[src/smm_pkg.sv]
// Package for the square matrix multiply core.
// Holds the command codes and the transaction and control structs; no dependencies.
package smm_pkg;

    // Width of the dimension register and of the row and column fields.
    localparam int DIM_W       = 5;
    localparam int IDX_FIELD_W = 4;
    localparam int DATA_W      = 32;

    localparam logic [DIM_W-1:0] DIM_RESET = 5'd16;

    // Command codes; the remaining code is ignored.
    typedef enum logic [1:0] {
        CMD_WR_A = 2'd0,
        CMD_WR_B = 2'd1,
        CMD_READ = 2'd2
    } t_cmd;

    // One input transaction.
    typedef struct packed {
        t_cmd                          cmd;
        logic [IDX_FIELD_W-1:0]        row;
        logic [IDX_FIELD_W-1:0]        col;
        logic signed [DATA_W-1:0]      value;
    } t_in_item;

    // One result transaction.
    typedef struct packed {
        logic signed [DATA_W-1:0]      product;
        logic [IDX_FIELD_W-1:0]        out_row;
        logic [IDX_FIELD_W-1:0]        out_col;
    } t_out_item;

    // Write control for one cell.
    typedef struct packed {
        logic                          we_a;
        logic                          we_b;
        logic [IDX_FIELD_W-1:0]        addr;
    } t_wr;

    // Read token that travels down the cell chain.
    typedef struct packed {
        logic                          valid;
        logic [IDX_FIELD_W-1:0]        row;
        logic [IDX_FIELD_W-1:0]        col;
    } t_tok;

endpackage

[src/smm_cell.sv]
// One cell of the multiply chain: holds column k of A and row k of B.
// Depends on smm_pkg for the write and token structs.
module smm_cell
    import smm_pkg::*;
#(
    parameter int MAX_DIM    = 16,
    parameter int ELEM_WIDTH = 32,
    parameter int IDX_W      = 4
) (
    input  logic                  i_clk,
    input  logic                  i_rst_n,
    input  t_wr                   i_wr,
    input  logic [ELEM_WIDTH-1:0] i_wdata,
    input  t_tok                  i_tok,
    input  logic [ELEM_WIDTH-1:0] i_sum,
    output t_tok                  o_tok,
    output logic [ELEM_WIDTH-1:0] o_sum
);

    logic [ELEM_WIDTH-1:0] mem_a [MAX_DIM];
    logic [ELEM_WIDTH-1:0] mem_b [MAX_DIM];

    logic [IDX_W-1:0]      w_waddr;
    logic [IDX_W-1:0]      w_raddr_a;
    logic [IDX_W-1:0]      w_raddr_b;

    logic                  r_v1;
    logic                  r_v2;
    logic [IDX_FIELD_W-1:0] r_row1;
    logic [IDX_FIELD_W-1:0] r_col1;
    logic [IDX_FIELD_W-1:0] r_row2;
    logic [IDX_FIELD_W-1:0] r_col2;
    logic [ELEM_WIDTH-1:0] r_a;
    logic [ELEM_WIDTH-1:0] r_b;
    logic [ELEM_WIDTH-1:0] r_sum1;
    logic [ELEM_WIDTH-1:0] r_sum2;
    logic [ELEM_WIDTH-1:0] w_prod;
    logic [ELEM_WIDTH-1:0] n_sum2;

    // A is addressed by row, B by column of the requested element.
    assign w_waddr   = IDX_W'(i_wr.addr);
    assign w_raddr_a = IDX_W'(i_tok.row);
    assign w_raddr_b = IDX_W'(i_tok.col);

    // Local element storage with registered read data.
    always_ff @(posedge i_clk) begin
        if (i_wr.we_a) begin
            mem_a[w_waddr] <= i_wdata;
        end
        if (i_wr.we_b) begin
            mem_b[w_waddr] <= i_wdata;
        end
        r_a <= mem_a[w_raddr_a];
        r_b <= mem_b[w_raddr_b];
    end

    // Token payload follows the data through both stages.
    always_ff @(posedge i_clk) begin
        r_row1 <= i_tok.row;
        r_col1 <= i_tok.col;
        r_sum1 <= i_sum;
        r_row2 <= r_row1;
        r_col2 <= r_col1;
        r_sum2 <= n_sum2;
    end

    // Token valid bits.
    always_ff @(posedge i_clk) begin
        if (!i_rst_n) begin
            r_v1 <= 1'b0;
            r_v2 <= 1'b0;
        end else begin
            r_v1 <= i_tok.valid;
            r_v2 <= r_v1;
        end
    end

    // Multiply-accumulate; the low bits are the same for signed operands.
    assign w_prod = r_a * r_b;
    assign n_sum2 = r_sum1 + w_prod;

    assign o_tok = '{valid: r_v2, row: r_row2, col: r_col2};
    assign o_sum = r_sum2;

endmodule

[config.mk]
export PLATFORM = sky130hd
export DESIGN_NAME = smm_cell
export DESIGN_NICKNAME = d
export VERILOG_FILES = /design/src/smm_pkg.sv /design/src/smm_cell.sv
export SDC_FILE = /design/constraint.sdc
export NUM_CORES = 2
export LEC_CHECK = 0
export ABC_AREA = 1
export BUFFER_PORTS_ARGS = -buffer_cell sky130_fd_sc_hd__clkbuf_2
export CAP_MARGIN = 5
export CORE_MARGIN = 1
export CORE_UTILIZATION = 50
export CTS_CLUSTER_SIZE = 12
export DETAILED_ROUTE_END_ITERATION = 10
export GPL_TIMING_DRIVEN = 0
export PLACE_DENSITY = 0.66
export RECOVER_POWER = 50
export SETUP_SLACK_MARGIN = 0.15
export SLEW_MARGIN = 10
export SYNTH_ARGS = -nofsm -noshare
export SYNTH_HDL_FRONTEND = slang
export SYNTH_SLANG_ARGS = --single-unit
[constraint.sdc]
create_clock -name i_clk -period 20 [get_ports i_clk]
set_input_delay 1 -clock i_clk [delete_from_list [all_inputs] [get_ports i_clk]]
set_output_delay 1 -clock i_clk [all_outputs]
set_load 0.02 [all_outputs]
# After elaboration in Yosys (flattened, before gate mapping)
# Memory sizes are Yosys's and may differ from the RTL's. A register that Yosys moved wholly into a read port is not among the register bits.
# Index checks and enable logic that the tools add are counted.
# Widths: inputs -> output; s select.
[op_classes]
n_mux = 4
n_mul = 1
n_shift = 0
bitwise = 0
n_eq_ne = 0
n_lt_le_gt_ge = 0
add_sub_neg = 1
reduce_logical = 0
div_mod_pow = 0
[op_table]
columns = ["op", "count"]
rows = [
  ["$add 32x32->32", 1],
  ["$mul 32x32->32", 1],
  ["$mux 1", 4],
]
[word_totals]
out_inout_bits = 41
n_memories = 2
input_bits = 81
mem_bits_ro = 0
reg_bits = 82
mem_bits_rw = 1024
word_cells = 16
latchBits = 0
[memory_table]
columns = ["memory", "words", "width", "rd", "rd_ports_with_merged_regs", "write_ports", "line", "source"]
rows = [
  ["mem_a", 16, 32, 1, 1, 1, "smm_cell.sv:20", "logic [ELEM_WIDTH-1:0] mem_a [MAX_DIM];"],
  ["mem_b", 16, 32, 1, 1, 1, "smm_cell.sv:21", "logic [ELEM_WIDTH-1:0] mem_b [MAX_DIM];"],
]

# Longest topological paths before layout
[logic_depth]
word_depth = 2
ltp_mapped = 31
depth_no_buf = 29

# Worst setup path after synthesis
# No wires, ideal clock.
[synth_timing]
kind = "register to register"
start = "register r_b[3], read port of mem_b"
end = "register r_sum2[30] (netlist: o_sum[30])"
setup_slack_ns = 13.511
setup_ns = 0.120
arrival_time_ns = 6.370
path_stages_with_launch = 29
synth_period_minus_slack_ns = 6.489
path_buffers = 2
required_time_ns = 19.880
cell_sequence = "dfxtp_1 -> clkbuf_1 -> buf_1 -> nand2_1 -> inv_1 -> fa_1 -> fa_1 -> fa_1 -> inv_1 -> fa_1 -> inv_1 -> fa_1 -> inv_1 -> fa_1 -> inv_1 -> fa_1 -> inv_1 -> fa_1 -> inv_1 -> ha_1 -> nand2_1 -> o21ai_0 -> a21oi_1 -> nand3_2 -> nand3_1 -> nand2_2 -> nand2_1 -> nand3_2 -> xor2_1"
[synth_between]
elab_chain_cells = 2
[synth_rtl]
columns = ["item", "line", "source"]
rows = [
  ["from (decl)", "smm_cell.sv:34", "logic [ELEM_WIDTH-1:0] r_b;"],
  ["$mul 32x32->32", "smm_cell.sv:79", "assign w_prod = r_a * r_b;"],
  ["$add 32x32->32", "smm_cell.sv:80", "assign n_sum2 = r_sum1 + w_prod;"],
  ["named net n_sum2[30]", "smm_cell.sv:38", "logic [ELEM_WIDTH-1:0] n_sum2;"],
  ["to (signal assigned)", "smm_cell.sv:64", "r_sum2 <= n_sum2;"],
  ["to (decl)", "smm_cell.sv:36", "logic [ELEM_WIDTH-1:0] r_sum2;"],
]
# The timed path passes the listed nets, and every way through them passes these cells.
# A chain may end at the register's enable or synchronous reset.

# Worst setup path after layout
[layout_timing]
start = "register r_a[3], read port of mem_a"
end = "register r_sum2[31] (netlist: o_sum[31])"
[layout_between]
elab_chain_cells = 2
[layout_rtl]
columns = ["item", "line", "source"]
rows = [
  ["from (decl)", "smm_cell.sv:33", "logic [ELEM_WIDTH-1:0] r_a;"],
  ["$mul 32x32->32", "smm_cell.sv:79", ""],
  ["$add 32x32->32", "smm_cell.sv:80", ""],
  ["named net n_sum2[31]", "smm_cell.sv:38", ""],
]
# The timed path passes the listed nets, and every way through them passes these cells.

==> impl_metrics.ini <==
[status]
status = complete, but fails checks
violations = max-capacitance violations, max-slew violations

[job]
max_cap_violations = 30

[floorplan]
io_pins = 122
start_util_pct = 50.6
die_y_um = 354
die-width_um = 354
coreArea_um2 = 122000
dieArea_um2 = 125000
rows = 128

[route]
drt_iter0_markers = 4782
wl_mm = 183
vias = 41000
first_pass_iters = 6
via_per_inst = 5.54
drc = 0
avgRoutedWirePerCell_um = 24.8
ant_nets = 0

[setup_path]
startpoint = r_a[3]$_DFF_P_
crit_slowest_cell = clkbuf_1
r2r_cells = 23
critPathKind = flop to flop
r2r_setup_slack_ns = 11.59
cp_max_fo = 10
crit_top_cell = fa_1
rr_endpoint = o_sum[31]$_DFF_P_
r2r_start = r_a[3]$_DFF_P_
crit_arrival_ns = 8.98
worst_setup_path_end_kind = flop
slowest_delay_ns = 0.83
worstPathRequired_ns = 20.58
worstPathCellList = clkbuf_1, clkbuf_1, nand2_1, fa_1, fa_1, fa_1, inv_1, fa_1, inv_1, fa_1, fa_1, fa_1, fa_1, inv_1, ha_1, nand2_1, nor2_1, a21oi_1, o21ai_0, nor2_1, inv_1, nand3_1, nand2_1
cp-start-kind = flop

[clock_network]
cts_max_level = 3
clockBufferDepth = 3
clkTransAtPathRegs_ns = 0.06
numCtsBuffers = 118
cts_setup_buffers = 0
post_cts_resized = 0
clk_latency_ns = 0.75
clock-sinks = 1170
cts_root_buf = clkbuf_16
hold_buffers = 0
cts_tree = yes

[sta]
setup_viol_count_final = 0
drv_slew = 956
relSlewSlack_pct = -39.1
fin_worst_skew_ns = 0.0457
tns_ns = 0
worst_pin_slew_ns = 2.09
min_period_ns = 8.41
rsz0062_at_grt = no
finalCritPeriodShare_pct = 42.0
finalHoldViolations = 0
fmax_mhz = 119

[cells_and_area]
drive_gt1_share_pct = 7.47
layout.cells.non_filler = 7393
seq_area_um2 = 33700
area_delta_synth_final_pct = 11.8
final.fill_count = 10100
final_cell_area_um2 = 69100
finalNetCount = 6320
multiInputGateArea_um2 = 22500

[worst_hold_path]
worstHoldStart = r_col1[2]$_DFF_P_
whs_path_depth = 0
hold_path_end = r_col2[2]$_DFF_P_
hold_class = flop to flop

[grt]
grt_pass1_vias = 41400
antenna_found_initial = 4
grt_pass1_wl_mm = 267
gr-total-overflow = 0
grt_usage_pct = 29.4
grt_start_max_net_pins = 33

[yosys]
synthTopCellsByArea = edfxtp_1 50%, fa_1 14%, inv_1 7.1%
syn_area_per_cell_um2 = 11.5
ys_ff_latch = 1170
ys_warn_count = 0
synth_edf_count = 1024
synth_area_leader_cell = edfxtp_1
synthFlopType = edfxtp_1
synth_top_area_share_pct = 49.8
synthArstFlopShare_pct = 0
synth_cells = 5371
syn-num-nets = 6014
yosysUniqueCellTypes = 41
ys_seq_area_share_pct = 54.5
syn_area_um2 = 61800

[place]
place_inst = 7182
placed_area_um2 = 65600
place_congestion = 0.955
io_buffers = 121
dp.final_hpwl_mm = 132
-- state kept, by name, summed over array words and instances (netlist names) --
register and cells:
r_b 32, mem_b 512, r_sum1 32, r_col2 4, r_row1 4, r_a 32, r_col1 4, o_sum 32
r_v2 1, r_v1 1, r_row2 4, mem_a 512
-- metal layers --
metal	track usage [%]	wire length [µm]	vias to the layer above
met5	0	13	-
li1	-	-	18200
met4	13.0	8920	2
met1	38.6	71100	20300
met2	48.2	86600	2099
met3	4.81	16800	392
-- worst max path at each step --
stage / to / slack (ns)
finish: o_sum[31]$_DFF_P_ / 11.59
global route: o_sum[31]$_DFF_P_ / 11.44
floorplan: o_sum[30]$_DFF_P_ / 13.51
CTS: o_sum[31]$_DFF_P_ / 11.58
detailed placement: o_sum[31]$_DFF_P_ / 11.63
global placement: o_sum[31]$_DFF_P_ / 11.68
-- cell type report --
type,count,area share (%)
Clock inverter,34,0.565
Timing Repair Buffer,186,2.10
Buffer,290,1.93
Inverter,1183,6.43
Multi-Input combinational cell,2728,32.6
Clock buffer,176,4.66
Antenna cell,1,0.00362
Tap cell,1625,2.94
Sequential cell,1170,48.8
-- kinds of logic after synthesis --
family / Yosys count / share of synthesized area [%]
AO/OA/AOI/OAI: 882 / 8.28
XOR/XNOR: 42 / 0.595
adder cells (fa/ha/maj): 562 / 16.7
buffers and inverters: 1473 / 9.34
flip-flops: 1170 / 54.5
multiplexers: 256 / 4.15
AND/OR/NAND/NOR: 986 / 6.45
-- cells in the mapped netlist, types with 2 or more instances --
| cell type | number |
|---|---|
| xnor2_1 | 18 |
| o21bai_1 | 2 |
| clkbuf_1 | 176 |
| a21oi_2 | 5 |
| o21ai_2 | 2 |
| o21a_1 | 2 |
| dfxtp_1 | 146 |
| buf_4 | 42 |
| mux2i_1 | 256 |
| a21oi_1 | 282 |
| o211ai_1 | 256 |
| buf_6 | 4 |
| fa_1 | 438 |
| nor3_1 | 15 |
| o21ai_1 | 2 |
| edfxtp_1 | 1024 |
| nand2_2 | 13 |
| buf_1 | 24 |
| nor2_1 | 51 |
| o21ai_0 | 325 |
| nand2_1 | 770 |
| nand3_2 | 4 |
| inv_2 | 6 |
| xor2_1 | 24 |
| a21o_1 | 3 |
| ha_1 | 124 |
| inv_1 | 1177 |
| nand3b_1 | 8 |
| nand3_1 | 115 |
| nor4_1 | 2 |
| buf_2 | 43 |
| nand4_1 | 3 |
-- worst max-delay path, delay by kind of cell, from the launching register on --
kind                       cells  cell delay, ns
and+or+nand+nor                6            1.08
adders and majority gates      9            4.33
DFF                            1            0.60
AOI/OAI and AO/OA              2            0.36
buffers and inverters          6            1.86
-- metrics by stage --
stage	hold slack (ns)	worst slack (ns)	util [%]
5_1_grt	0.316	11.44	56.5
6_report	0.326	11.59	56.5
3_5_place_dp	0.313	11.63	53.7
3_3_place_gp	0.310	11.68	52.7
2_1_floorplan	0.310	13.51	-
4_1_cts	0.296	11.58	56.6
-- cell usage in the layout, fill, tap and decap left out, types with 30 or more instances in the layout --
master,netlist,routed
inv_1,1177,1177
edfxtp_1,1024,1024
buf_4,42,70
o21ai_0,325,325
nor2_1,51,30
fa_1,438,438
ha_1,124,124
dfxtp_1,146,146
nand3_1,115,115
clkbuf_16,0,119
buf_2,43,43
mux2i_1,256,256
o211ai_1,256,256
a21oi_1,282,282
nand2_1,770,770
clkbuf_1,176,276
clkbuf_2,1,79
Power is not shown: default switching activity piles up to over one toggle a cycle in this logic, so the estimate is an artifact.
